===== src/sv/dga_pkg.sv =====
// Shared types, constants and helpers of the directional graph aggregate block.
package dga_pkg;

   localparam int FEATURE_BITS       = 16;
   localparam int FRACTION_BITS      = 10;
   localparam int ACC_BITS           = 32;
   localparam int COUNT_BITS         = 16;
   localparam int DIM_BITS           = 7;
   localparam int EMBED_DIMS_DEFAULT = 128;
   localparam int QUEUE_DEPTH        = 2;
   localparam int DIV_BITS           = 50;

   localparam logic [FEATURE_BITS-1:0] SAT_POS = {1'b0, {(FEATURE_BITS-1){1'b1}}};

   // One center beat handed from the front to the back.
   typedef struct packed {
      logic signed [ACC_BITS-1:0]     plain_sum;
      logic signed [ACC_BITS-1:0]     weighted_sum;
      logic signed [ACC_BITS-1:0]     eigen_weight;
      logic signed [ACC_BITS-1:0]     eigen_abs;
      logic [COUNT_BITS-1:0]          count;
      logic signed [FEATURE_BITS-1:0] feature;
      logic [DIM_BITS-1:0]            dim;
      logic                           last;
   } job_type;

   typedef enum logic {
      FRONT_IDLE,
      FRONT_WORK
   } front_state_type;

   typedef enum logic [2:0] {
      BACK_IDLE,
      BACK_MULT,
      BACK_MEAN,
      BACK_MEAN_WAIT,
      BACK_DERIV,
      BACK_DERIV_WAIT,
      BACK_DONE
   } back_state_type;

   // Saturate a widened sum to the signed accumulator range.
   function automatic logic signed [ACC_BITS-1:0] sat_acc(input logic signed [ACC_BITS+1:0] x);
      logic signed [ACC_BITS+1:0] hi;
      logic signed [ACC_BITS+1:0] lo;
      hi = (ACC_BITS+2)'({1'b0, {(ACC_BITS-1){1'b1}}});
      lo = -hi - (ACC_BITS+2)'(1);
      if (x > hi) begin
         return hi[ACC_BITS-1:0];
      end else if (x < lo) begin
         return lo[ACC_BITS-1:0];
      end
      return x[ACC_BITS-1:0];
   endfunction

endpackage


===== src/sv/dga_queue.sv =====
// Short job queue between the front and the back.
module dga_queue (
   input  logic             clock,
   input  logic             reset,
   input  logic             push_valid,
   output logic             push_stall,
   input  dga_pkg::job_type push_job,
   output logic             pop_valid,
   input  logic             pop,
   output dga_pkg::job_type pop_job
);

   localparam int PTR_BITS = (dga_pkg::QUEUE_DEPTH > 1) ? $clog2(dga_pkg::QUEUE_DEPTH) : 1;

   dga_pkg::job_type              slot_ff [dga_pkg::QUEUE_DEPTH];
   logic [PTR_BITS-1:0]           wr_ptr_ff, rd_ptr_ff;
   logic [PTR_BITS:0]             count_ff;
   logic                          do_push, do_pop;

   assign push_stall = (count_ff == (PTR_BITS+1)'(dga_pkg::QUEUE_DEPTH));
   assign pop_valid  = (count_ff != '0);
   assign do_push    = push_valid && !push_stall;
   assign do_pop     = pop && pop_valid;
   assign pop_job    = slot_ff[rd_ptr_ff];

   // Pointer and fill count.
   always_ff @(posedge clock) begin
      if (reset) begin
         wr_ptr_ff <= '0;
         rd_ptr_ff <= '0;
         count_ff  <= '0;
      end else begin
         if (do_push) begin
            wr_ptr_ff <= (wr_ptr_ff == PTR_BITS'(dga_pkg::QUEUE_DEPTH - 1)) ? '0
                         : wr_ptr_ff + 1'b1;
         end
         if (do_pop) begin
            rd_ptr_ff <= (rd_ptr_ff == PTR_BITS'(dga_pkg::QUEUE_DEPTH - 1)) ? '0
                         : rd_ptr_ff + 1'b1;
         end
         count_ff <= count_ff + (PTR_BITS+1)'(do_push) - (PTR_BITS+1)'(do_pop);
      end
   end

   // Slot storage.
   always_ff @(posedge clock) begin
      if (do_push) slot_ff[wr_ptr_ff] <= push_job;
   end

endmodule


===== config.mk =====
export PLATFORM = sky130hd
export DESIGN_NAME = dga_queue
export DESIGN_NICKNAME = d
export VERILOG_FILES = /design/src/sv/dga_pkg.sv /design/src/sv/dga_queue.sv
export SDC_FILE = /design/constraint.sdc
export NUM_CORES = 1
export LEC_CHECK = 0
export BUFFER_PORTS_ARGS = -buffer_cell sky130_fd_sc_hd__buf_2
export CAP_MARGIN = 20
export CORE_MARGIN = 1
export CORE_UTILIZATION = 30
export DETAILED_ROUTE_END_ITERATION = 8
export PLACE_DENSITY = 0.55
export SLEW_MARGIN = 10
export SYNTH_ARGS = -nofsm -noshare
export SYNTH_HDL_FRONTEND = slang
export SYNTH_SLANG_ARGS = --single-unit

===== constraint.sdc =====
create_clock -name clock -period 8.9 [get_ports clock]
set_clock_uncertainty 0.1 [all_clocks]
set_input_delay 0.445 -clock clock [delete_from_list [all_inputs] [get_ports clock]]
set_output_delay 0.445 -clock clock [all_outputs]
set_load 0.05 [all_outputs]

==> results_dict.tcl, run 1 <==
set metrics [dict create \
    status "finished, final reports clean" \
    setup_viol 0 \
    synth_seq_cells 341 \
    htreeDepth 2 \
    overflow 0 \
    rsz0062_at_grt "false" \
    core_um2 41950 \
    gp_congestion 0.7272 \
    fin_setup_tns_ns 0 \
    antenna_found_initial 3 \
    yosysWarnings 0 \
    vdd_ir_drop_max_mv 0.1764 \
    powerDensity_nw_per_um2 318.3 \
    worstPathMaxFanout 44 \
    cts_tree "built" \
    crit_type "reg -> out" \
    dpl.cell_count 1418 \
    final_nets 1258 \
    intPower_mw 3.529 \
    min_period_over_period 0.4286 \
    p_seq_frac 0.376 \
    drt_wl_total_um 27420 \
    cts-root-buf "clkbuf_16" \
    stdcell_count 1650 \
    synth_top_area_share 0.7894 \
    grt.total_usage 0.1236 \
    crit_chain "buf_4 -> buf_4 -> mux2_2 -> buf_2" \
    synth_fp_nets 724 \
    synth_area_um2 12780 \
    cts.sinks 341 \
    antenna_left 0 \
    insertion_delay_ns 0.52 \
    cts_setup_buffers 0 \
    synth_cell_types 22 \
    clockBufferDepth 3 \
    whs_ns 0.04866 \
    cts_buffers 37 \
    syn_avg_cell_area_um2 23.24 \
    setup_ws_ns 5.085 \
    maxSlewViolCount 0 \
    port_buffers 341 \
    synthToLayoutAreaGrowth_pct 39.26 \
    syn_inst 550 \
    fmax_ghz 0.2622 \
    clk_pin_slew_ns 0.05 \
    p_switching_mw 2.136 \
    first_pass_iters 4 \
    drt-vias-per-instance 4.180 \
    start_util 0.3047 \
    grt_max_degree 71 \
    drt_iter0_markers 238 \
    die_area_um2 43440 \
    mostFrequentLayoutCells "buf_2 (341), edfxtp_1 (336), dlygate4sd3_1 (166), mux2_4 (101), mux2_2 (67)" \
    worst_pin_slew_ns 1.002 \
    grt_pass1_wl_um 41280 \
    min_path_type "in -> reg" \
    cp_data_arrival_time_ns 3.27 \
    drc_errors 0 \
    post_cts_resized 0 \
    worstSetupEndpointType "output pin" \
    grt_pass1_vias 7404 \
    cp.required_ns 8.36 \
    vias 6897 \
    die_w_um 208.4 \
    mostFrequentLayoutCell "buf_2" \
    p_sw_frac 0.3770 \
    fill_cells 3796 \
    hpwl_um 17450 \
    cellLeakagePower_nw 6.842 \
    post-place-ws_ns 5.515 \
    fin_util 0.4244 \
    ios 342 \
    hold_viol 0 \
    power.share.combinational 0.377 \
    slowest_stage "buf_4" \
    avgRoutedWirePerCell_um 16.62 \
    path_common_cell "buf_4" \
    rows 75 \
    synth_top_area_cell "edfxtp_1" \
    fin_crit_ns 3.815 \
    slew_headroom 0.3321 \
    ys_top_cells_by_area "edfxtp_1 (79%), mux2_4 (12%), mux2_2 (5.9%)" \
    clockPowerShare 0.247 \
    ys_seq_area_frac 0.7972 \
    maxCapViolations 0 \
    slowest_delay_ns 0.70 \
    drive_above_1_share 0.5126 \
    die_h_um 208.4 \
    crit_path_start_kind "register" \
]
-- layer usage --
metal	global-route usage	up-vias	wire, um
li1	-	3258	-
met1	0.1479	3384	11540
met2	0.2075	215	13460
met3	0.03774	40	1817
met4	0.04879	0	602
met5	0	-	0
-- worst max-delay path, delay by kind of cell, from the launching register on --
family | cells | cell delay (ns)
mux | 1 | 0.41
flops | 1 | 0.68
buf+inv | 3 | 1.58
-- cells by family (layout without fill, tap and decap cells) --
logic type      Yosys count  count (layout)  share of synthesized area
compound gates            3               3                   0.001370
xor+xnor                  2               2                   0.001371
fa+ha+maj                 2               2                   0.001957
buf+inv                  23             581                    0.01595
flops                   341             341                     0.7972
mux                     168             168                     0.1777
other cells               0               3                          0
simple gates             11              11                   0.004504
-- state kept, by name, indices dropped and copies added, names as in the netlist, named ones only --
signal / count
rd_ptr_ff: 1
slot_ff: 336
count_ff: 2
wr_ptr_ff: 1
-- synthesized netlist by cell type --
library cell    n
nor2_1          3
mux2_4        101
ha_1            2
and2_1          1
buf_6          15
a21oi_1         1
nor3_1          1
and3_1          1
nor2b_1         1
nand2_1         1
or2_2           1
o21a_1          1
dfxtp_1         5
mux2_2         67
o21ai_0         1
xnor2_1         1
buf_2           4
nand2b_1        1
or3_1           1
inv_1           4
xor2_1          1
edfxtp_1      336
-- final timing paths --
path                     end  slack [ns]  depth (start not counted)        start
max               pop_job[7]        5.09                          4     register
min                 register        0.05                          2        reset
max reg2reg  slot_ff[0][114]        6.19                          5  count_ff[0]
min reg2reg        rd_ptr_ff        0.42                          2    rd_ptr_ff
-- per-stage QoR --
step	total power [mW]	instance area, um^2
floorplan	3.890	12780
global placement	4.260	15040
detailed placement	4.268	15040
CTS	5.759	17790
global route	5.892	17800
finish	5.665	17800
-- area by class of cell --
| type | count | area (um^2) | area share |
|---|---|---|---|
| antenna | 3 | 7.507 | 0.0004217 |
| sequential | 341 | 10190 | 0.5726 |
| tap | 539 | 674.4 | 0.03789 |
| clock inverter | 17 | 131.4 | 0.007380 |
| clock buffer | 46 | 959.7 | 0.05391 |
| timing repair buffer | 514 | 3421 | 0.1922 |
| inverter | 4 | 20.02 | 0.001125 |
| multi-input combinational | 186 | 2394 | 0.1345 |
-- repair_timing --
item / in CTS / in global routing
endpoints found under the hold margin: 331 / 0
setup endpoints to repair: 0 / 0
hold buffers: 166 / 0
-- power by group through the flow --
stage / Clock, mW / Sequential, mW / Combinational, mW
floorplan: 0 / 2.16 / 1.73
global placement: 0 / 2.16 / 2.10
detailed placement: 0 / 2.17 / 2.10
CTS: 1.46 / 2.14 / 2.16
global route: 1.51 / 2.16 / 2.23
finish: 1.40 / 2.13 / 2.13
(Power assumes the default switching activity.)
==> run 2, diff against run 1 <==
- PLACE_DENSITY: 0.55 -> 0.57
- clock period: 8.9 -> 3.1 ns (I/O delays scaled with it)
==> run 2 against run 1 <==
Net effect: cell count rose by 0.61%; largest power group is now combinational logic; critical path type unchanged; critical path depth is 1 lower; die area unchanged; highest routed layer unchanged; clock power grew to 3.1 times the previous value; worst hold slack better by 0.20 ns; clock-buffer cell count increased by 1; routed wire length is 0.21% higher; largest cell class unchanged; flip-flop and latch count unchanged; critical endpoint is now pop_job[152]; core utilization rose by 0.84 points.
==> results_dict.tcl, run 2 (same netlist as run 1, synthesis figures left out) <==
set metrics [dict create \
    die_w_um 208.4 \
    cts_tree "built" \
    largest_reg_flops 336 \
    grt.total_usage 0.1255 \
    vias 6997 \
    worstRegToRegCells 5 \
    clk_pin_slew_ns 0.06 \
    hold_viol 0 \
    whs_ns 0.2438 \
    avgRoutedWirePerCell_um 16.55 \
    die_h_um 208.4 \
    min_path_cells 2 \
    insertion_delay_ns 0.53 \
    reg_top3 "slot_ff x336, count_ff x2" \
    min_to "slot_ff[0][10]" \
    rsz0062_at_grt "false" \
    worst_pin_slew_ns 0.5845 \
    cp_data_arrival_time_ns 2.04 \
    hpwl_um 17170 \
    drt-vias-per-instance 4.215 \
    drt_iter0_markers 308 \
    crit_path_start_kind "register" \
    cellLeakagePower_nw 6.973 \
    drive_above_1_share 0.5201 \
    largest-register "slot_ff" \
    cts-root-buf "clkbuf_16" \
    setup_viol 0 \
    gp_congestion 0.7233 \
    stdcell_count 1660 \
    drc_errors 0 \
    clockBufferDepth 3 \
    vdd_ir_drop_max_mv 0.5086 \
    crit_chain "buf_12 -> mux2_2 -> buf_2" \
    worstPathMaxFanout 75 \
    worstSetupEndpointType "output pin" \
    min_path_type "in -> reg" \
    maxCapViolations 0 \
    slew_headroom 0.6103 \
    crit_buf_inv 2 \
    timing.rr.end "slot_ff[0][47]" \
    antenna_left 0 \
    core_um2 41950 \
    drt_wl_total_um 27480 \
    overflow 0 \
    slowest_delay_ns 0.42 \
    powerDensity_nw_per_um2 926.1 \
    port_buffers 341 \
    rows 75 \
    dpl.cell_count 1424 \
    crit_type "reg -> out" \
    status "finished, final reports clean" \
    synthToLayoutAreaGrowth_pct 42.00 \
    final_nets 1270 \
    cts_buffers 38 \
    grt_pass1_vias 7683 \
    fin_crit_ns 2.293 \
    antenna_found_initial 0 \
    fin_util 0.4327 \
    r2r_start "count_ff[0]" \
    ios 342 \
    cts.sinks 341 \
    final_cell_area_um2 18150 \
    total_power_mw 16.81 \
    fmax_ghz 0.4361 \
    placed_area_um2 15230 \
    maxSlewViolCount 0 \
    slowest_stage "mux2_2" \
    start_util 0.3047 \
    die_area_um2 43440 \
    cts_setup_buffers 0 \
    setup_ws_ns 0.8072 \
    cp.required_ns 2.84 \
    mostFrequentLayoutCell "buf_2" \
    htreeDepth 2 \
    fill_cells 3709 \
    fin_setup_tns_ns 0 \
    first_pass_iters 4 \
    grt_max_degree 76 \
    hp-start "push_job[10]" \
    crit_family "buffers and inverters" \
    mostFrequentLayoutCells "buf_2 (341), edfxtp_1 (336), dlygate4sd3_1 (171), mux2_4 (101), mux2_2 (67)" \
    r2r_slack_ns 1.12 \
    grt_pass1_wl_um 42050 \
    diodes 0 \
    min_period_over_period 0.7396 \
    post-place-ws_ns 1.107 \
]
-- run 2: changes by cell type in the layout (fill, tap and decap cells not counted), moves of 3 or more --
cell,previous run,this run
clkinvlp_4,0,3
buf_12,0,10
diode_2,3,0
clkbuf_1,9,6
buf_4,7,3
dlygate4sd3_1,166,171
clkbuf_16,37,41
-- run 2: metal layers --
metal | wire length, um | global-route usage
met5 | 0 | 0
met4 | 767 | 0.05517
met3 | 1846 | 0.03608
met2 | 13690 | 0.2132
met1 | 11180 | 0.1472
-- run 2: worst register-to-register path, delay by kind of cell, from the launching register on --
kind	cells	cell delay, ns
flops	1	0.34
buf+inv	3	0.57
simple gates	2	0.52
-- run 2: cell type report --
type / count / area (um^2) / share of cell area
inverters: 4 / 22.52 / 0.001241
well taps: 539 / 674.4 / 0.03715
multi-input cells: 186 / 2406 / 0.1326
clock buffers: 47 / 1049 / 0.05777
repair buffers: 525 / 3641 / 0.2006
flip-flops and latches: 341 / 10200 / 0.5617
clock inverters: 18 / 162.7 / 0.008961
-- run 2: how the worst max path moves through the flow --
stage	cells past startpoint	start	slack, ns	to
floorplan	4	count_ff[0]	-0.71	slot_ff[0][0]
global placement	5	count_ff[0]	1.13	slot_ff[0][77]
detailed placement	5	count_ff[0]	1.11	slot_ff[0][77]
CTS	4	register	0.77	pop_job[33]
global route	3	register	0.75	pop_job[145]
finish	3	register	0.81	pop_job[152]
-- run 2: where the power goes --
group / total (mW) / internal (mW) / switching [mW]
Clock: 4.37 / 2.64 / 1.73
Combinational: 6.40 / 2.03 / 4.38
Sequential: 6.03 / 5.87 / 0.159
-- run 2: what timing repair did --
item / in CTS / in global routing
gates resized for setup: 0 / 0
hold buffers: 171 / 0
hold endpoints to repair: 341 / 0
