===== config.mk =====
export PLATFORM = sky130hd
export DESIGN_NAME = dga_back
export DESIGN_NICKNAME = d
export VERILOG_FILES = /design/src/sv/dga_pkg.sv /design/src/sv/dga_div.sv /design/src/sv/dga_back.sv
export SDC_FILE = /design/constraint.sdc
export NUM_CORES = 2
export LEC_CHECK = 0
export BUFFER_PORTS_ARGS = -buffer_cell sky130_fd_sc_hd__buf_2
export CAP_MARGIN = 0
export CORE_MARGIN = 2
export CORE_UTILIZATION = 60
export CTS_CLUSTER_SIZE = 20
export DETAILED_ROUTE_END_ITERATION = 6
export HOLD_SLACK_MARGIN = 0.12
export PLACE_DENSITY = 0.83
export SYNTH_ARGS = -nofsm -noshare
export SYNTH_HDL_FRONTEND = slang
export SYNTH_SLANG_ARGS = --single-unit

===== constraint.sdc =====
create_clock -name clock -period 31.8 [get_ports clock]
set_input_delay 4.77 -clock clock [delete_from_list [all_inputs] [get_ports clock]]
set_output_delay 4.77 -clock clock [all_outputs]
set_load 0.1 [all_outputs]

===== src/sv/dga_pkg.sv =====
// Shared types, constants and helpers of the directional graph aggregate block.
package dga_pkg;

   localparam int FEATURE_BITS       = 16;
   localparam int FRACTION_BITS      = 10;
   localparam int ACC_BITS           = 32;
   localparam int COUNT_BITS         = 16;
   localparam int DIM_BITS           = 7;
   localparam int EMBED_DIMS_DEFAULT = 128;
   localparam int QUEUE_DEPTH        = 2;
   localparam int DIV_BITS           = 50;

   localparam logic [FEATURE_BITS-1:0] SAT_POS = {1'b0, {(FEATURE_BITS-1){1'b1}}};

   // One center beat handed from the front to the back.
   typedef struct packed {
      logic signed [ACC_BITS-1:0]     plain_sum;
      logic signed [ACC_BITS-1:0]     weighted_sum;
      logic signed [ACC_BITS-1:0]     eigen_weight;
      logic signed [ACC_BITS-1:0]     eigen_abs;
      logic [COUNT_BITS-1:0]          count;
      logic signed [FEATURE_BITS-1:0] feature;
      logic [DIM_BITS-1:0]            dim;
      logic                           last;
   } job_type;

   typedef enum logic {
      FRONT_IDLE,
      FRONT_WORK
   } front_state_type;

   typedef enum logic [2:0] {
      BACK_IDLE,
      BACK_MULT,
      BACK_MEAN,
      BACK_MEAN_WAIT,
      BACK_DERIV,
      BACK_DERIV_WAIT,
      BACK_DONE
   } back_state_type;

   // Saturate a widened sum to the signed accumulator range.
   function automatic logic signed [ACC_BITS-1:0] sat_acc(input logic signed [ACC_BITS+1:0] x);
      logic signed [ACC_BITS+1:0] hi;
      logic signed [ACC_BITS+1:0] lo;
      hi = (ACC_BITS+2)'({1'b0, {(ACC_BITS-1){1'b1}}});
      lo = -hi - (ACC_BITS+2)'(1);
      if (x > hi) begin
         return hi[ACC_BITS-1:0];
      end else if (x < lo) begin
         return lo[ACC_BITS-1:0];
      end
      return x[ACC_BITS-1:0];
   endfunction

endpackage


===== src/sv/dga_div.sv =====
// Bit-serial restoring divider, one quotient bit per cycle.
module dga_div (
   input  logic                          clock,
   input  logic                          reset,
   input  logic                          start,
   input  logic [dga_pkg::DIV_BITS-1:0]  dividend,
   input  logic [dga_pkg::ACC_BITS-1:0]  divisor,
   output logic                          done,
   output logic [dga_pkg::DIV_BITS-1:0]  quotient
);

   localparam int DW = dga_pkg::DIV_BITS;
   localparam int RW = dga_pkg::ACC_BITS;
   localparam int CW = $clog2(DW + 1);

   logic          busy_ff, done_ff;
   logic [CW-1:0] count_ff;
   logic [DW-1:0] dvd_ff;
   logic [RW-1:0] rem_ff, den_ff;
   logic [RW:0]   rem_sh, diff;
   logic          ge;

   // One restoring step.
   always_comb begin
      rem_sh = {rem_ff, dvd_ff[DW-1]};
      diff   = rem_sh - {1'b0, den_ff};
      ge     = (rem_sh >= {1'b0, den_ff});
   end

   // Control.
   always_ff @(posedge clock) begin
      if (reset) begin
         busy_ff  <= 1'b0;
         done_ff  <= 1'b0;
         count_ff <= '0;
      end else begin
         done_ff <= 1'b0;
         if (start) begin
            busy_ff  <= 1'b1;
            count_ff <= CW'(DW);
         end else if (busy_ff) begin
            count_ff <= count_ff - 1'b1;
            if (count_ff == CW'(1)) begin
               busy_ff <= 1'b0;
               done_ff <= 1'b1;
            end
         end
      end
   end

   // Datapath.
   always_ff @(posedge clock) begin
      if (start) begin
         dvd_ff <= dividend;
         rem_ff <= '0;
         den_ff <= divisor;
      end else if (busy_ff) begin
         dvd_ff <= {dvd_ff[DW-2:0], ge};
         rem_ff <= ge ? diff[RW-1:0] : rem_sh[RW-1:0];
      end
   end

   assign done     = done_ff;
   assign quotient = dvd_ff;

endmodule


===== src/sv/dga_back.sv =====
// Back end: forms the mean and directional derivative of each center job.
module dga_back (
   input  logic                                    clock,
   input  logic                                    reset,
   input  logic                                    job_valid,
   output logic                                    job_pop,
   input  dga_pkg::job_type                        job,
   output logic                                    rsp_valid,
   input  logic                                    rsp_stall,
   output logic signed [dga_pkg::FEATURE_BITS-1:0] rsp_mean_value,
   output logic [dga_pkg::FEATURE_BITS-2:0]        rsp_deriv_value,
   output logic signed [dga_pkg::FEATURE_BITS-1:0] rsp_center_value,
   output logic [dga_pkg::DIM_BITS-1:0]            rsp_out_dim,
   output logic                                    rsp_out_last,
   output logic                                    rsp_zero_divisor
);

   localparam int ACC = dga_pkg::ACC_BITS;
   localparam int FB  = dga_pkg::FEATURE_BITS;
   localparam int DW  = dga_pkg::DIV_BITS;
   localparam int PW  = ACC + FB;

   dga_pkg::back_state_type state_ff, state_in;
   dga_pkg::job_type        job_ff;
   logic signed [PW-1:0]    prod_ff;
   logic                    neg_ff, zdiv_ff;
   logic signed [FB-1:0]    mean_ff;
   logic [FB-2:0]           deriv_ff;
   logic                    rsp_valid_ff;

   logic                    div_start, div_done, out_load, mean_zero, deriv_zero;
   logic [DW-1:0]           div_dividend, div_quotient;
   logic [ACC-1:0]          div_divisor;
   logic [ACC:0]            mean_mag;
   logic signed [PW:0]      num;
   logic [PW:0]             num_mag;
   logic [FB:0]             mean_lim, mean_res;
   logic signed [FB:0]      mean_signed;

   dga_div u_div (
      .clock    (clock),
      .reset    (reset),
      .start    (div_start),
      .dividend (div_dividend),
      .divisor  (div_divisor),
      .done     (div_done),
      .quotient (div_quotient)
   );

   // Operand forming for both divisions.
   always_comb begin
      mean_zero   = (job_ff.count == '0);
      deriv_zero  = (job_ff.eigen_abs <= 0);
      mean_mag    = (job_ff.plain_sum < 0) ? (ACC+1)'(-(ACC+1)'(job_ff.plain_sum))
                                           : (ACC+1)'(job_ff.plain_sum);
      num         = (PW+1)'(job_ff.weighted_sum) - (PW+1)'(prod_ff >>> dga_pkg::FRACTION_BITS);
      num_mag     = (num < 0) ? $unsigned(-num) : $unsigned(num);
      mean_lim    = neg_ff ? (FB+1)'(dga_pkg::SAT_POS) + 1'b1 : (FB+1)'(dga_pkg::SAT_POS);
      mean_res    = (div_quotient > DW'(mean_lim)) ? mean_lim : div_quotient[FB:0];
      mean_signed = neg_ff ? -$signed(mean_res) : $signed(mean_res);
   end

   // State register.
   always_ff @(posedge clock) begin
      if (reset) begin
         state_ff <= dga_pkg::BACK_IDLE;
      end else begin
         state_ff <= state_in;
      end
   end

   // Sequencer: fetch, multiply, two divisions, deliver.
   always_comb begin
      state_in     = state_ff;
      job_pop      = 1'b0;
      div_start    = 1'b0;
      div_dividend = DW'(mean_mag);
      div_divisor  = ACC'(job_ff.count);
      out_load     = 1'b0;
      case (state_ff)
         dga_pkg::BACK_IDLE: begin
            if (job_valid) begin
               job_pop  = 1'b1;
               state_in = dga_pkg::BACK_MULT;
            end
         end
         dga_pkg::BACK_MULT: state_in = dga_pkg::BACK_MEAN;
         dga_pkg::BACK_MEAN: begin
            if (mean_zero) begin
               state_in = dga_pkg::BACK_DERIV;
            end else begin
               div_start = 1'b1;
               state_in  = dga_pkg::BACK_MEAN_WAIT;
            end
         end
         dga_pkg::BACK_MEAN_WAIT: begin
            if (div_done) state_in = dga_pkg::BACK_DERIV;
         end
         dga_pkg::BACK_DERIV: begin
            div_dividend = DW'(num_mag) << dga_pkg::FRACTION_BITS;
            div_divisor  = $unsigned(job_ff.eigen_abs);
            if (deriv_zero) begin
               state_in = dga_pkg::BACK_DONE;
            end else begin
               div_start = 1'b1;
               state_in  = dga_pkg::BACK_DERIV_WAIT;
            end
         end
         dga_pkg::BACK_DERIV_WAIT: begin
            if (div_done) state_in = dga_pkg::BACK_DONE;
         end
         dga_pkg::BACK_DONE: begin
            if (!rsp_valid_ff || !rsp_stall) begin
               out_load = 1'b1;
               state_in = dga_pkg::BACK_IDLE;
            end
         end
         default: state_in = dga_pkg::BACK_IDLE;
      endcase
   end

   // Job datapath registers.
   always_ff @(posedge clock) begin
      if (job_pop) job_ff <= job;
      case (state_ff)
         dga_pkg::BACK_MULT: begin
            prod_ff <= PW'(job_ff.eigen_weight) * PW'(job_ff.feature);
            zdiv_ff <= mean_zero || deriv_zero;
            neg_ff  <= (job_ff.plain_sum < 0);
         end
         dga_pkg::BACK_MEAN: begin
            if (mean_zero) mean_ff <= '0;
         end
         dga_pkg::BACK_MEAN_WAIT: begin
            if (div_done) mean_ff <= mean_signed[FB-1:0];
         end
         dga_pkg::BACK_DERIV: begin
            if (deriv_zero) deriv_ff <= '0;
         end
         dga_pkg::BACK_DERIV_WAIT: begin
            if (div_done) begin
               deriv_ff <= (div_quotient > DW'(dga_pkg::SAT_POS)) ? dga_pkg::SAT_POS[FB-2:0]
                           : div_quotient[FB-2:0];
            end
         end
         default: ;
      endcase
   end

   // Output register: the result beat waits here while the next job starts.
   always_ff @(posedge clock) begin
      if (reset) begin
         rsp_valid_ff <= 1'b0;
      end else if (out_load) begin
         rsp_valid_ff <= 1'b1;
      end else if (!rsp_stall) begin
         rsp_valid_ff <= 1'b0;
      end
   end

   always_ff @(posedge clock) begin
      if (out_load) begin
         rsp_mean_value   <= mean_ff;
         rsp_deriv_value  <= deriv_ff;
         rsp_center_value <= job_ff.feature;
         rsp_out_dim      <= job_ff.dim;
         rsp_out_last     <= job_ff.last;
         rsp_zero_divisor <= zdiv_ff;
      end
   end

   assign rsp_valid = rsp_valid_ff;

endmodule


==> Implementation_results.wiki <==
{| class="wikitable"
! Metric !! Value
|-
| Placed instance area || 40140 µm²
|-
| RSZ-0062 raised after global routing || no
|-
| Iteration count of the initial detailed-routing pass || 7
|-
| Yosys warns || 0
|-
| Setup fix buffers added after clock tree synthesis || 0
|-
| Placer congestion estimate || 0.9164
|-
| CTS tree || yes
|-
| Number of instances resized during post-cts repair || 0
|-
| Antenna fix cells || 0
|-
| Core footprint || 62970 µm²
|-
| Leading cell type in the layout, fill and taps excluded || inv_1
|-
| Least-Margin Pin Slew || 1191 ps
|-
| Total via count in the routed design || 27620
|-
| Share of post-route cells with drive strength above 1 || 9.847%
|-
| Layout area overhead || 9.441%
|-
| Largest area contributor in the netlist || edfxtp_1
|-
| Clock tree skew after final layout || 35.00 ps
|-
| Initial antenna violation count || 0
|-
| Crit path required time || 27030 ps
|-
| Post-Route Utilization || 66.36%
|-
| Final critical path time including I/O delays and setup || 11090 ps
|-
| Sinks on Clock Net || 421
|-
| Library cell used as clock root buffer || clkbuf_16
|-
| Design area || 41790 µm²
|-
| Critical path data arrival time || 6320 ps
|-
| Clock network latency to the later pin of the worst-skew pair || 620 ps
|-
| First-pass GRT wire length || 145.6 mm
|-
| Post-synth net total || 4639
|-
| Portion of the clock cycle consumed by the worst path in the final layout || 34.88%
|-
| Status || finished, final reports clean
|-
| Hold Fails Final Rpt || 0
|-
| Most frequent cells in the layout || inv_1 (690), fa_1 (487), nand2_1 (399)
|-
| WS Path Type || in -> out
|-
| Number of primary I/O pins || 230
|-
| Area of the multi-input gates || 22900 µm²
|-
| Synthesized area divided by synthesized cell count || 10.11 µm²
|-
| Final ANT Viol Nets || 0
|-
| Clock input transition at the sequential cells of the worst setup and hold paths || 60 ps
|-
| Estimated wirelength of the detail-placed design || 65.03 mm
|-
| Number of buffers inserted by port buffering || 229
|-
| Number of buffers added to fix hold violations after cts || 0
|-
| Filler Cells Inserted || 4713
|-
| Maximum number of pins on one net before global-route repair || 70
|-
| Type of the tightest min-delay check || reg -> reg
|-
| Number of synthesized flops with an enable pin || 377
|-
| Worst-path fanout max || 39
|-
| Horizontal extent of the die || 256.3 µm
|-
| Sequential cell area || 12200 µm²
|-
| Via count of the first global-routing pass || 28800
|-
| Tot GR Track Use || 27.86%
|-
| Sequential cell area fraction in the yosys report || 31.96%
|-
| Initial drt markers || 2165
|-
| Total CTS buffers || 47
|-
| Type of destination of the critical path || primary output
|-
| Residual DRC count || 0
|-
| Clock H-tree levels || 2
|-
| Nets || 4804
|-
| Final Max Slew Viols || 0
|-
| Crit path launch type || input port
|-
| Post-Layout Cell Count || 4827
|-
| Area fraction of the dominant cell type after synthesis || 29.65%
|-
| Routed length per placed instance || 18.53 µm
|-
| Starting utilization of the core area || 60.64%
|-
| Relative slew slack || 20.20%
|-
| Floorplan die area || 65670 µm²
|-
| Number of setup violations in the final report || 0
|-
| Flip-flop cell with the highest count after synthesis || edfxtp_1
|-
| Max-Cap Viols || 0
|-
| Max Root-Sink Buffers || 3
|-
| Cells after Synth || 3778
|-
| Highest Clock Rate || 0.09015 GHz
|-
| Post-detailed-route via-to-cell ratio || 5.723
|-
| Height of the die || 256.3 µm
|-
| Leading cell types by total area after synthesis || edfxtp_1 (30%), fa_1 (26%), inv_1 (6.8%)
|-
| Netlist area before placement || 38180 µm²
|-
| Overflow left after global routing || 0
|-
| Standard-cell rows || 92
|-
| Routed WL || 89.44 mm
|-
| Synthesis-stage register bit count || 421
|-
| Number of placed instances, taps included || 4740
|-
| Sum of negative setup slack || 0 ps
|-
| Fraction of registers with async set/reset || 0%
|-
| Count of cell types in the netlist || 75
|}
## worst max-delay path, cell delays in order
cell,delay (ps)
buf_2,90
nor4b_2,300
buf_4,590
buf_2,540
## stage by stage
step | worst slack (ps) | hold slack (ps)
finish | 20710 | 395.2
global placement | 20800 | 400.4
global route | 20620 | 420.1
floorplan | 2520 | 400.3
CTS | 20700 | 403.9
detailed placement | 20740 | 404.5
## metal layers
metal | GRT usage, % | vias up | routed length (µm)
met5 | 0 | - | 0
met4 | 9.259 | 0 | 2742
met3 | 7.098 | 242 | 9108
met2 | 46.69 | 1310 | 43230
met1 | 35.46 | 13460 | 34360
li1 | - | 12610 | -
## synthesized netlist by cell type, types with 7 or more instances
library cell / instances
nor4_1: 26
fa_1: 487
a21boi_0: 9
o21a_1: 17
or4_1: 9
clkbuf_1: 141
xnor2_1: 101
a21oi_1: 183
a21o_1: 69
nand4_1: 26
nor2b_1: 20
a221oi_1: 9
edfxtp_1: 377
o31ai_1: 19
and3_1: 17
mux2i_1: 15
o21ai_1: 15
nand2_1: 399
o21bai_1: 8
o22ai_1: 21
a211oi_1: 11
dfxtp_1: 44
nand2b_1: 20
a31oi_1: 15
o211ai_1: 10
xor2_1: 59
nor3b_1: 8
o21ai_0: 133
ha_1: 202
a41oi_1: 7
mux2_2: 21
nor3_1: 44
inv_1: 691
and2_1: 224
nand3_1: 35
or2_2: 7
or3_1: 18
nor2_1: 175
## sequential cells by signal, summed over array words and instances, names as in the netlist, 3 cells and up
register and cells:
prod_ff 38, mean_ff 16, deriv_ff 15, rsp_center_value 16, u_div.quotient 50, state_ff 3
u_div.count_ff 6, rsp_out_dim 7, rsp_mean_value 16, rsp_deriv_value 15, u_div.rem_ff 32, job_ff 168
u_div.den_ff 32
## worst paths after layout
check / slack, ps / to / startpoint / cells past startpoint
max reg2reg: 24150 / prod_ff[45] / job_ff[9] / 24
min: 400 / rsp_out_dim[3] / job_ff[4] / 0
min reg2reg: 400 / rsp_out_dim[3] / job_ff[4] / 0
max: 20710 / job_pop / job_valid / 4
## final cells by class
type                       count  share of cell area, %
tap                          846                  2.533
timing repair buffer         260                  3.300
clock inverter                35                  1.072
inverter                     693                  6.225
sequential                   421                  29.20
multi-input combinational   2520                  54.81
clock buffer                  52                  2.860
## logic make-up (layout without fill, tap and decap cells)
kind of cell             after synthesis  after routing  share of synthesized area (%)
multiplexers                          36             36                          1.013
AND/OR/NAND/NOR                     1054           1054                          13.55
flip-flops                           421            421                          31.96
adder cells (fa/ha/maj)              689            689                          32.15
buffers and inverters                837           1040                          8.229
AO/OA/AOI/OAI                        581            581                          9.428
XOR/XNOR                             160            160                          3.670
Power is not shown: default switching activity piles up to over one toggle a cycle in this logic, so the estimate is an artifact.
